--- config.mk ---
export PLATFORM = sky130hd
export DESIGN_NAME = pps_mul
export DESIGN_NICKNAME = d
export VERILOG_FILES = /design/src/rtl/core/pps_pkg.sv /design/src/rtl/core/pps_mul.sv
export SDC_FILE = /design/constraint.sdc
export NUM_CORES = 2
export LEC_CHECK = 0
export BUFFER_PORTS_ARGS = -buffer_cell sky130_fd_sc_hd__buf_2
export CAP_MARGIN = 20
export CORE_ASPECT_RATIO = 0.6
export CORE_UTILIZATION = 45
export DETAILED_ROUTE_END_ITERATION = 10
export GPL_ROUTABILITY_DRIVEN = 0
export PLACE_DENSITY_LB_ADDON = 0.3
export SETUP_SLACK_MARGIN = 0.05
export SLEW_MARGIN = 20
export SYNTH_ARGS = -nofsm -noshare
export SYNTH_HDL_FRONTEND = slang
export SYNTH_SLANG_ARGS = --single-unit
--- constraint.sdc ---
create_clock -name vclk -period 18.5
set_input_delay 1.85 -clock vclk [all_inputs]
set_output_delay 1.85 -clock vclk [all_outputs]
set_load 0.01 [all_outputs]
--- src/rtl/core/pps_pkg.sv ---
// Constants shared by the steering block: field widths and fixed limits.
// No dependencies.
package pps_pkg;
  localparam int COORD_W   = 32;
  localparam int DIFF_W    = 33;
  localparam int HEAD_W    = 18;
  localparam int MUL_W     = 33;
  localparam int PROD_W    = 2 * MUL_W;
  localparam int LA_W      = 21;
  localparam int LIN_W     = 19;
  localparam int ANG_W     = 20;
  localparam int OUT_ANG_W = 21;
  localparam int CFG_IDX_W = 2;
  localparam int CFG_DAT_W = 21;
  localparam int SQ_W      = 2 * LA_W;
  localparam int ROT_W     = HEAD_W + DIFF_W + 1;
  localparam int MAG_W     = 31;
  localparam int LEN2_W    = 2 * MAG_W + 1;
  localparam logic [MAG_W-1:0] CURV_MAX = '1;

  localparam logic [CFG_IDX_W-1:0] REG_LOOK_AHEAD = 2'd0;
  localparam logic [CFG_IDX_W-1:0] REG_MAX_LIN    = 2'd1;
  localparam logic [CFG_IDX_W-1:0] REG_MAX_ANG    = 2'd2;

  localparam logic FUNC_LOAD    = 1'b0;
  localparam logic FUNC_COMPUTE = 1'b1;
endpackage

--- src/rtl/core/pps_mul.sv ---
// Shared signed multiplier used by every product of the sequencer.
// Uses pps_pkg for operand widths.
module pps_mul import pps_pkg::*; (
  input  logic signed [MUL_W-1:0]  op_a,
  input  logic signed [MUL_W-1:0]  op_b,
  output logic signed [PROD_W-1:0] prod
);
  assign prod = PROD_W'(op_a) * PROD_W'(op_b);
endmodule

; Word-level counts from Yosys, hierarchy flattened
; Index checks and enable logic that the tools add are counted.
[word_totals]
latch_bits = 0
inputBits = 66
memories = 0
out_inout_bits = 66
ram_bits = 0
mem_bits_ro = 0
reg_bits = 0
elab_cells = 1
[op_classes]
muxes = 0
n_reduce_logical = 0
bitwise = 0
order_cmp = 0
div_mod_pow = 0
eq_ne = 0
add_sub_neg = 0
mul = 1
shift = 0
[op_table]
columns = operator, n
row1 = $mul 33x33->66, 1

; Longest topological paths before layout
[logic_depth]
depth_word = 1
mapped_depth = 29
mapped_depth_nobuf = 28

; Worst setup path after synthesis
; No wires, ideal clock.
[synth_path]
kind = input port to output port
startpoint = input op_b[0]
endpoint = output prod[65]
path_buffers = 2
stages = 28
required_time_ns = 16.650
arrival_ns = 8.991
slack_ns = 7.659
cell_sequence = clkbuf_1 > and2_1 > fa_1 > inv_1 > fa_1 > inv_1 > fa_1 > inv_1 > fa_1 > inv_1 > fa_1 > fa_1 > fa_1 > inv_1 > fa_1 > inv_1 > ha_1 > clkbuf_1 > nand2_1 > or3_1 > or4_1 > o22ai_1 > o21ai_1 > a21oi_1 > a31oi_1 > o21ai_0 > a21oi_1 > xnor2_1
[synth_via]
elab_chain_cells = 1
[synth_lines]
columns = element, line
row1 = start: declaration, pps_mul.sv:5  ; input logic signed [MUL_W-1:0] op_b,
row2 = $mul 33x33->66, pps_mul.sv:8  ; assign prod = PROD_W'(op_a) * PROD_W'(op_b);
row3 = end: declaration, pps_mul.sv:6  ; output logic signed [PROD_W-1:0] prod
; No other way between the ends.

; Final worst setup path
[layout_path]
startpoint = input op_b[9]
endpoint = output prod[56]
; The elaborated chain is that of the path after synthesis.

==> impl_results.md <==
* Run status: finished clean
* Initial antenna violation count at 5
* Mapped Cells at 4232
* Routed wire per std cell at 21.6 um
* Std cell rows at 83
* Commonest non-fill, non-tap cell in the layout: fa_1
* CP Launch Type: input pin
* Detailed Routing Iterations Pass 1 at 5
* Hold Buf Count CTS at 0
* Fill cells at 8199
* Synthesized cell area at 38900 sq um
* Vias in the first global route at 29110
* Endpoints failing setup at 0
* CP Capture Point: prod[56]
* Cts repair resizes at 0
* Final wirelength at 115000 um
* Hold Path Class: in -> out
* Ys Warns at 0
* # DRC at 0
* Setup_tns at 0 ns
* First-pass GRT wire length at 183000 um
* CP required at 16.65 ns
* Tot GR Track Use at 27.6%
* Fin crit share at 70.8%
* Hold slack at 4.41 ns
* Peak Freq at 0.0764 GHz
* Yosys cell types at 53
* Die Height at 230 um
* Most frequent cells in the layout: 1145 x fa_1, 1130 x inv_1, 558 x and2_1
* Syn_area_per_cell at 9.20 sq um
* Ports at 132
* PortBufs at 132
* Slew HR at 38.9%
* Post-layout min period at 13.10 ns
* Hold Vio Cnt, Final at 0
* Area Growth Syn to Fin at 3.66%
* DIE AREA at 87800 sq um
* Total core area at 85600 sq um
* GRT overflow at 0
* Post-Syn Nets at 5660
* Worst-margin pin slew at 0.916 ns
* Seq_cells at 0
* CP Class: in -> out
* FF/Latch Area at 0 sq um
* Crit path DAT at 11.25 ns
* Routed Antenna Nets at 0
* RSZ-0062 raised after global routing: no
* Crit path launch: op_b[9]
* CP Capture Type: output pin
* Placement Setup Slack at 5.66 ns
* Die Span X at 382 um
* Via/cell ratio at 5.14
* Starting Density at 45.5%
* Via count at 27305
* # clk buffers at 0
* Slew Viols, Final at 0
* Max cap viols at 0
* HPWL after detailed placement at 95800 um
* Drt initial violations at 2572
* Layout cells sized above 1 at 3.77%
* Post-route setup slack at 5.40 ns
* Largest net degree at the start of global routing at 34
* Post-CTS setup buffer count at 0
* Post-synthesis sequential area ratio at 0%
* Nets at 5595
* Worst-path fanout max at 33
-- how the worst min path moves through the flow --
stage                     startpoint       to  slack [ns]  cells after the start
after floorplan              op_b[0]  prod[0]        3.85                      1
after global placement       op_b[0]  prod[0]        4.37                      3
after detailed placement     op_b[0]  prod[0]        4.40                      3
after CTS                    op_b[0]  prod[0]        4.40                      3
after global routing         op_b[0]  prod[0]        4.42                      3
final                        op_b[0]  prod[0]        4.41                      3
-- cells in the mapped netlist, drive strengths merged (2+ instances only) --
library cell	n	area (sq um)
o22ai	2	12.5
a21oi	59	295
nand2	544	2040
or2	2	12.5
a2111oi	3	26.3
and2	558	3490
a211oi	9	67.6
nor3	11	55.1
a31oi	7	43.8
xnor2	52	455
o2111ai	2	17.5
nand2b	14	87.6
o311ai	2	25.0
nor2b	5	31.3
fa	1145	22900
nand4	11	68.8
nand3	8	40.0
inv	1130	4240
o21a	2	15.0
o31ai	4	30.0
o21bai	16	120
and3	13	81.3
a221oi	5	50.0
clkbuf	216	811
a21o	36	270
xor2	24	210
o21ai	35	175
or3	2	12.5
and4	2	17.5
ha	217	2720
nor2	66	248
o211ai	12	90.1
-- layout make-up --
| class | count | area (sq um) | area share, % |
|---|---|---|---|
| tap | 1147 | 1440 | 3.56 |
| timing repair buffer | 150 | 796 | 1.97 |
| inverter | 1130 | 4240 | 10.5 |
| multi-input combinational | 2885 | 33900 | 83.9 |
| antenna | 3 | 7.51 | 0.0186 |
-- layer usage --
metal  share of wire [%]  up-vias  GRT usage, %
met4                0.47        2          1.18
met1                  47    13906          44.1
met2                  34     1546          31.4
met5               0.011        -             0
met3                  19       50          17.2
li1                    -    11801             -
-- worst max-delay path, cell delays in order --
cell	delay [ns]
buf_2	0.65
nand2_1	0.18
fa_1	0.55
fa_1	0.52
fa_1	0.54
inv_1	0.06
fa_1	0.51
inv_1	0.06
fa_1	0.57
inv_1	0.06
fa_1	0.49
fa_1	0.50
inv_1	0.07
fa_1	0.64
inv_1	0.08
ha_1	0.39
a21oi_1	0.24
o21ai_0	0.15
or2_2	0.33
o21ai_0	0.58
a2111oi_0	0.24
a211oi_1	0.70
o21ai_0	0.32
xnor2_1	0.66
buf_2	0.26
-- per-stage QoR --
stage / utilization (%) / cells / cell area [sq um]
5_1_grt: 47.2 / 5314 / 40400
4_1_cts: 47.2 / 5312 / 40400
3_3_place_gp: 47.2 / 5312 / 40400
6_report: 47.2 / 5315 / 40400
2_1_floorplan: - / 4232 / 38900
3_5_place_dp: 47.2 / 5312 / 40400
-- cells by family (layout without fill, tap and decap cells) --
logic type      after synthesis  in the layout  share of synthesized area, %
fa+ha+maj                  1362           1362                          65.8
buf+inv                    1347           1280                          13.0
simple gates               1240           1240                          16.0
compound gates              206            206                          3.47
xor+xnor                     76             76                          1.71
mux                           1              1                        0.0257
other cells                   0              3                             0
Power is not shown: default switching activity piles up to over one toggle a cycle in this logic, so the estimate is an artifact.
