<file path="src/rtl/core/pps_pkg.sv">
// Constants shared by the steering block: field widths and fixed limits.
// No dependencies.
package pps_pkg;
  localparam int COORD_W   = 32;
  localparam int DIFF_W    = 33;
  localparam int HEAD_W    = 18;
  localparam int MUL_W     = 33;
  localparam int PROD_W    = 2 * MUL_W;
  localparam int LA_W      = 21;
  localparam int LIN_W     = 19;
  localparam int ANG_W     = 20;
  localparam int OUT_ANG_W = 21;
  localparam int CFG_IDX_W = 2;
  localparam int CFG_DAT_W = 21;
  localparam int SQ_W      = 2 * LA_W;
  localparam int ROT_W     = HEAD_W + DIFF_W + 1;
  localparam int MAG_W     = 31;
  localparam int LEN2_W    = 2 * MAG_W + 1;
  localparam logic [MAG_W-1:0] CURV_MAX = '1;

  localparam logic [CFG_IDX_W-1:0] REG_LOOK_AHEAD = 2'd0;
  localparam logic [CFG_IDX_W-1:0] REG_MAX_LIN    = 2'd1;
  localparam logic [CFG_IDX_W-1:0] REG_MAX_ANG    = 2'd2;

  localparam logic FUNC_LOAD    = 1'b0;
  localparam logic FUNC_COMPUTE = 1'b1;
endpackage

</file>
<file path="src/rtl/core/pps_div.sv">
// Bit-serial restoring divider for the curvature quotient, saturating.
// Uses pps_pkg for magnitude widths and the curvature limit.
module pps_div import pps_pkg::*; #(
  parameter int FRAC_BITS = 16,
  parameter int S_W       = 4
) (
  input  logic              clk,
  input  logic              rst,
  input  logic              start,
  input  logic [MAG_W-1:0]  num_b,
  input  logic [LEN2_W-1:0] den,
  input  logic [S_W-1:0]    shift,
  output logic              busy,
  output logic [MAG_W-1:0]  kmag
);
  localparam int NUM_W = MAG_W + 1 + 2 * FRAC_BITS;
  localparam int CNT_W = $clog2(NUM_W + 1);

  logic [NUM_W-1:0]  num;
  logic [LEN2_W-1:0] rem;
  logic [LEN2_W-1:0] dv;
  logic [MAG_W:0]    q;
  logic              sat;
  logic [CNT_W-1:0]  cnt;
  logic [S_W-1:0]    sh;
  logic [LEN2_W:0]   rem_sh;
  logic              ge;
  logic [MAG_W:0]    q_next;

  always_comb begin
    rem_sh = {rem, num[NUM_W-1]};
    ge     = rem_sh >= {1'b0, dv};
    q_next = {q[MAG_W-1:0], ge};
  end

  always_ff @(posedge clk) begin
    if (rst) begin
      busy <= 1'b0;
    end else if (start) begin
      busy <= 1'b1;
    end else if (busy && cnt == CNT_W'(1)) begin
      busy <= 1'b0;
    end
  end

  always_ff @(posedge clk) begin
    if (start) begin
      num <= NUM_W'({num_b, 1'b0}) << (2 * FRAC_BITS);
      rem <= '0;
      dv  <= den;
      q   <= '0;
      sat <= 1'b0;
      cnt <= CNT_W'(NUM_W);
      sh  <= shift;
    end else if (busy) begin
      num <= {num[NUM_W-2:0], 1'b0};
      rem <= ge ? LEN2_W'(rem_sh - {1'b0, dv}) : rem_sh[LEN2_W-1:0];
      q   <= q_next;
      sat <= sat | q[MAG_W-1];
      cnt <= cnt - CNT_W'(1);
      // last quotient bit: clamp or scale back by the normalising shift
      if (cnt == CNT_W'(1)) begin
        kmag <= (sat | q[MAG_W-1]) ? CURV_MAX : MAG_W'(q_next >> sh);
      end
    end
  end
endmodule

</file>
<file path="config.mk">
export PLATFORM = sky130hd
export DESIGN_NAME = pps_div
export DESIGN_NICKNAME = d
export VERILOG_FILES = /design/src/rtl/core/pps_pkg.sv /design/src/rtl/core/pps_div.sv
export SDC_FILE = /design/constraint.sdc
export NUM_CORES = 1
export LEC_CHECK = 0
export BUFFER_PORTS_ARGS = -buffer_cell sky130_fd_sc_hd__buf_2
export CORE_MARGIN = 2
export CORE_UTILIZATION = 60
export DETAILED_ROUTE_END_ITERATION = 10
export PLACE_DENSITY = 0.86
export SYNTH_ARGS = -nofsm -noshare
export SYNTH_HDL_FRONTEND = slang
export SYNTH_SLANG_ARGS = --single-unit
</file>
<file path="constraint.sdc">
create_clock -name clk -period 3.3 [get_ports clk]
set_input_delay 0 -clock clk [delete_from_list [all_inputs] [get_ports clk]]
set_output_delay 0 -clock clk [all_outputs]
set_load 0.01 [all_outputs]
</file>
### Yosys cells after proc, flatten, opt, wreduce, memory -nomap -nowiden

Index checks and enable logic that the tools add are counted.

| storage, ports and cells | value |
|---|---|
| register bits after elaboration | 232 |
| output and inout bits | 32 |
| input bits | 101 |
| logic and storage cells | 25 |

| cells by class | value |
|---|---|
| shifts and indexed selects | 1 |
| muxes and demuxes | 5 |
| add/subtract/negate cells | 2 |
| reduce and logical (&&, ||, !) cells | 4 |
| order comparisons | 1 |
| bitwise gates (word level) | 2 |
| equal/unequal tests | 1 |

Operators with widths:

| kind | number |
|---|---|
| 64-bit two-way mux | 2 |
| 64-bit by 63-bit greater-or-equal comparator with 1-bit output | 1 |
| 63-bit two-way mux | 1 |
| 63-bit subtractor | 1 |
| 32-bit by 4-bit right shift with 31-bit output | 1 |
| 7-bit by 1-bit == test with 1-bit output, second input constant | 1 |
| 7-bit by 1-bit subtractor with 7-bit output, second input constant | 1 |
| 2-bit nonzero test | 2 |
| 3-bit AND reduction | 1 |
| 1-bit two-way mux | 2 |
| 1-bit logical AND | 1 |
| 1-bit inverter | 1 |
| 1-bit OR | 1 |

### Longest topological paths before layout

| logic depth | value |
|---|---|
| depth after elaboration | 4 |
| gate-level depth with buffers | 15 |
| gate-level depth less buffers | 13 |

### Worst setup path after synthesis

Ideal clock, no wire load.

| timing path | value |
|---|---|
| path type | register to register |
| from | reg num[63] |
| to | reg kmag[0], data pin |
| slack | 360 ps |
| arrival time | 2668 ps |
| stages on the path, launching flop included | 14 |
| path buffers | 0 |
| required time | 3028 ps |
| library setup time | 272 ps |
| clock period less this slack | 2940 ps |
| path through | edfxtp_1 -> inv_1 -> ha_1 -> fa_1 -> nor2b_1 -> o2111ai_1 -> nand2_1 -> a21oi_2 -> a211oi_1 -> o41ai_1 -> a211oi_2 -> mux4_2 -> a21oi_1 -> o21ai_0 |

| between the ends | value |
|---|---|
| word-level cells in the longest chain between the ends | 2 |

RTL lines:

| what | RTL line | text |
|---|---|---|
| from (decl) | pps_div.sv:19 | `logic [NUM_W-1:0] num;` |
| from (signal assigned) | pps_div.sv:48 | `num <= NUM_W'({num_b, 1'b0}) << (2 * FRAC_BITS);` |
| from (signal assigned) | pps_div.sv:56 | `num <= {num[NUM_W-2:0], 1'b0};` |
| 64-bit by 63-bit greater-or-equal comparator with 1-bit output | pps_div.sv:32 | `ge = rem_sh >= {1'b0, dv};` |
| 32-bit by 4-bit right shift with 31-bit output | pps_div.sv:63 | `kmag <= (sat \| q[MAG_W-1]) ? CURV_MAX : MAG_W'(q_next >> sh);` |
| to (signal assigned) | pps_div.sv:63 |  |
| to (decl) | pps_div.sv:14 | `output logic [MAG_W-1:0] kmag` |

Every way passes these cells.
A chain may end at the register's enable or synchronous reset.

### Worst setup path after layout

| timing path | value |
|---|---|
| from | reg dv[0] |
| to | reg rem[2] |

| between the ends | value |
|---|---|
| word-level cells in the longest chain between the ends | 2 |
| elaborated cells on any way between the ends | 3 |
| those cells by class | 1 x add/sub; 1 x order compare; 1 x mux |

RTL lines:

| what | RTL line | text |
|---|---|---|
| from (decl) | pps_div.sv:21 | `logic [LEN2_W-1:0] dv;` |
| from (signal assigned) | pps_div.sv:50 | `dv <= den;` |
| 63-bit subtractor or 64-bit by 63-bit greater-or-equal comparator with 1-bit output (tied branches) | pps_div.sv:57, pps_div.sv:32 |  |
| 63-bit two-way mux (*) | pps_div.sv:57 | `rem <= ge ? LEN2_W'(rem_sh - {1'b0, dv}) : rem_sh[LEN2_W-1:0];` |
| to (signal assigned) | pps_div.sv:57 |  |
| to (decl) | pps_div.sv:20 | `logic [LEN2_W-1:0] rem;` |

Mark *: on every way between the ends. The rest lies on a longest branch, timed or not.

==> results_tabular.tex <==
\begin{tabular}{lr}
\hline
Metric & Value \\
\hline
\multicolumn{2}{l}{\textbf{STA}} \\
Hold violation total from the final report & 0 \\
RSZ-0062 raised after global routing & true \\
Worst-Margin Slew & $\sim$1.3 ns \\
Final Max Slew Viols & 0 \\
Final period demand of the worst path & 3.42 ns \\
Final period utilization & 1.04 \\
Setup clock skew after layout & 0.0245 ns \\
Setup slack after layout & -0.121 ns \\
Highest clock rate & approximately 290 MHz \\
Final-report setup violation count & 20 \\
Headroom to the max-slew limit & 0.126 \\
\multicolumn{2}{l}{\textbf{Hold path}} \\
Path category of the worst min-delay check & input port to flip-flop \\
Startpoint of the most critical hold path & den[5] \\
Cells on Worst Hold Path & 2 \\
Worst min-delay path endpoint & dv[5]\$\_DFFE\_PP\_ \\
\multicolumn{2}{l}{\textbf{Detailed routing}} \\
Number of remaining DRC errors & 0 \\
Remaining antenna violation count & 0 \\
Via count & $\sim$13000 \\
Number of optimization iterations in the first detailed-route pass & 6 \\
Final routed wire length divided by cell count & roughly 20 um \\
Ratio of routed vias to standard cells & about 6.3 \\
Final routed wirelength across all metal layers & slightly below 40000 um \\
Iteration-0 DRC count of the detailed router & about 1400 \\
\multicolumn{2}{l}{\textbf{Global route}} \\
Global router's overall resource usage & 0.299 \\
Initial antenna violation count & 0 \\
Residual overflow from global routing & 0 \\
Number of global-route vias before repair & roughly 12000 \\
Wire length of the first global-routing pass & between 50000 and 60000 um \\
Maximum number of pins on one net before global-route repair & 95 \\
\multicolumn{2}{l}{\textbf{Pwr}} \\
Net switching power & 2380 uW \\
Portion of total power attributed to combinational logic & 0.231 \\
Ratio of total power to cell area & 463 mW/mm2 \\
Power, Total & slightly above 8000 uW \\
Sequential share of power & 0.420 \\
Switching power as a share of total power & 0.295 \\
Peak supply drop & between 400 and 500 uV \\
Total internal power & roughly 5700 uW \\
Reported leakage power & just over 0.007 uW \\
Relative contribution of the clock network to total power & 0.350 \\
\multicolumn{2}{l}{\textbf{Final layout}} \\
Layout filler cell count & approximately 1300 \\
Utilization after layout & 0.769 \\
Area overhead of the layout relative to synthesis & 25.9\% \\
Non-filler instance count after layout & between 1500 and 2000 \\
Multi-input combinational cell area & 0.00754 mm2 \\
Sequential cell area in the final layout & approximately 0.006 mm2 \\
Number of nets in the layout & between 1500 and 2000 \\
Number of diodes added for antenna fixing & 0 \\
Share of final-layout standard cells stronger than drive strength 1 & 0.227 \\
\multicolumn{2}{l}{\textbf{CTS}} \\
Maximum root-to-sink buffer count & 3 \\
Clock sink count & 232 \\
Insertion delay to the later sink of the worst-skew pair & between 0.5 and 0.6 ns \\
TritonCTS clock tree & built \\
Total CTS buffers & 24 \\
Clock-pin slew on the worst setup and hold paths & $\sim$0.070 ns \\
Clock tree root driver cell & sky130\_fd\_sc\_hd\_\_clkbuf\_16 \\
Number of H-tree levels & 1 \\
\multicolumn{2}{l}{\textbf{Synthesis}} \\
Commonest cells post-synth & 149 x sky130\_fd\_sc\_hd\_\_nor2\_1, 140 x sky130\_fd\_sc\_hd\_\_nand2\_1, 129 x sky130\_fd\_sc\_hd\_\_edfxtp\_1 \\
Most frequently used flop master after synthesis & sky130\_fd\_sc\_hd\_\_edfxtp\_1 \\
Share of flip-flops with an asynchronous set or reset & 0 \\
Number of warnings issued by yosys & 0 \\
Gate count of the mapped netlist & approximately 1400 \\
Leading area contributor after synthesis & sky130\_fd\_sc\_hd\_\_edfxtp\_1 \\
Sequential cell area fraction in the yosys report & 0.429 \\
Most common cell in the netlist & sky130\_fd\_sc\_hd\_\_nor2\_1 \\
Seq cells post-synth & about 230 \\
Number of distinct library cells after synthesis & 71 \\
Syn Nets & between 1500 and 2000 \\
Synthesized area divided by synthesized cell count & 9.59 um2 \\
Fraction of post-synthesis cell area in the top cell type by area & 0.280 \\
Number of synthesized flops with an enable pin & $\sim$130 \\
Synth area leaders & sky130\_fd\_sc\_hd\_\_edfxtp\_1 28\%, sky130\_fd\_sc\_hd\_\_dfxtp\_1 15\%, sky130\_fd\_sc\_hd\_\_mux2i\_1 6.5\% \\
Mapped Area & roughly 0.014 mm2 \\
\multicolumn{2}{l}{\textbf{Floorplan}} \\
Chip Width & roughly 160 um \\
Row count & between 50 and 60 \\
Area inside the core boundary & around 0.023 mm2 \\
Initial Util & 0.611 \\
Die Footprint & roughly 0.024 mm2 \\
Number of primary I/O pins & 133 \\
Die H & 156 um \\
\multicolumn{2}{l}{\textbf{Placed design}} \\
Worst slack at placement & -0.0911 ns \\
Total of buffers placed on input and output ports & roughly 130 \\
Hpwl dp & approximately 23000 um \\
Placed insts & about 1800 \\
Final Wtd Congestion & between 0.9 and 1 \\
\multicolumn{2}{l}{\textbf{Worst setup path}} \\
Kind of critical path & flip-flop to flip-flop \\
Data required time at the worst endpoint & $\sim$3.7 ns \\
Worst reg2reg setup slack & -0.12 ns \\
Crit. Startpoint & dv[0]\$\_DFFE\_PP\_ \\
Terminus of the critical flop-to-flop path & rem[2]\$\_SDFFE\_PP0P\_ \\
Nature of the critical path startpoint & flip-flop \\
Launch instance of the worst register-to-register path & dv[0]\$\_DFFE\_PP\_ \\
Worst EP arrival & between 3 and 4 ns \\
Logic depth of the worst register-to-register path & 13 \\
Maximum fanout along the worst path & 8 \\
Worst Setup End Kind & flip-flop \\
\multicolumn{2}{l}{\textbf{Outcome}} \\
Status & finished, violations left \\
Violations in the final reports & negative setup slack \\
\multicolumn{2}{l}{\textbf{Job}} \\
Maximum Capacitance Violations & 0 \\
\hline
\end{tabular}
==> through the flow <==
stage,TNS (ns),instance area [um2],hold slack (ns)
3_3_place_gp,0,15000,0.176
6_report,-0.841,17400,0.172
4_1_cts,-0.143,16800,0.167
3_5_place_dp,-1.19,15000,0.178
2_1_floorplan,0,13800,0.0793
5_1_grt,-5.51,17400,0.166
==> final cells by class <==
type,instances,share of cell area
clock buffer,33,0.0418
clock inverter,11,0.00467
inverter,90,0.0194
multi-input combinational,1034,0.433
sequential,232,0.341
tap,285,0.0205
timing repair buffer,306,0.139
==> how the worst max path moves through the flow <==
| stage | slack (ns) | to | cells after the start |
|---|---|---|---|
| 2_1_floorplan | 0.36 | kmag[0]$_SDFFCE_PP1P_ | 13 |
| 3_3_place_gp | 0.04 | rem[19]$_SDFFE_PP0P_ | 14 |
| 3_5_place_dp | -0.09 | rem[0]$_SDFFE_PP0P_ | 14 |
| 4_1_cts | -0.04 | kmag[0]$_SDFFCE_PP1P_ | 13 |
| 5_1_grt | -0.20 | rem[2]$_SDFFE_PP0P_ | 13 |
| 6_report | -0.12 | rem[2]$_SDFFE_PP0P_ | 13 |
==> power by group through the flow <==
stage	Clock, uW	Combinational (uW)	Sequential [uW]
after global routing	2940	1990	3390
final	2820	1860	3380
after global placement	0	1470	3400
after CTS	2790	1620	3350
after floorplan	0	1110	3360
after detailed placement	0	1510	3410
==> cells by family (layout without fill, tap and decap cells) <==
kind of cell	after synthesis	in the layout	synth area share
mux	150	150	0.127
fa+ha+maj	66	66	0.0603
xor+xnor	60	60	0.0380
compound gates	355	355	0.166
flops	232	232	0.429
buf+inv	175	440	0.0497
simple gates	403	403	0.130
==> layout by cell type, fill, tap and decap left out, drive strengths merged, types with 5 or more instances in the layout <==
cell type	instances
dlygate4sd3	100
a22oi	7
clkbuf	38
nor2b	9
o21ai	83
a21o	26
o211ai	9
a21oi	98
and2	8
nand4	23
o21bai	12
clkinv	11
a31oi	11
nor4	5
inv	88
xor2	32
o311ai	5
nand2b	13
buf	201
mux2i	90
nor2	149
mux4	16
a211oi	52
nand2	142
mux2	44
ha	65
dfxtp	103
xnor2	28
o21a	9
a221oi	5
nor3	17
edfxtp	129
nand3	19
==> state kept, by name (all words and copies together) (netlist names) <==
| signal | cells |
|---|---|
| dv | 63 |
| rem | 63 |
| kmag | 31 |
| num | 31 |
| q | 31 |
| cnt | 7 |
| sh | 4 |
| busy | 1 |
| sat | 1 |
==> layer usage <==
| metal | part of all wire | track usage | wire [um] |
|---|---|---|---|
| met1 | 0.38 | 0.366 | 15000 |
| met2 | 0.47 | 0.506 | 18700 |
| met5 | 0 | 0 | 0 |
| met3 | 0.083 | 0.0478 | 3280 |
| met4 | 0.067 | 0.164 | 2680 |
==> worst max-delay path, stage by stage (launching register included) <==
cell	delay, ns
sky130_fd_sc_hd__edfxtp_1	0.43
sky130_fd_sc_hd__ha_4	0.19
sky130_fd_sc_hd__fa_2	0.39
sky130_fd_sc_hd__nor2b_4	0.13
sky130_fd_sc_hd__o2111ai_2	0.16
sky130_fd_sc_hd__nand2_2	0.13
sky130_fd_sc_hd__a21oi_2	0.07
sky130_fd_sc_hd__a211oi_2	0.31
sky130_fd_sc_hd__o41ai_4	0.14
sky130_fd_sc_hd__a211oi_4	0.50
sky130_fd_sc_hd__buf_12	0.23
sky130_fd_sc_hd__clkbuf_16	0.19
sky130_fd_sc_hd__mux2i_1	0.25
sky130_fd_sc_hd__a211oi_1	0.13
==> repair_timing <==
action	in CTS	in global routing
cloned	0	6
gates resized for setup	4	99
setup endpoints to repair	42	65
hold buffers	100	0
hold endpoints to repair	125	0
setup buffers	0	11
pin swaps	0	48
Power figures use the tool's default switching activity.
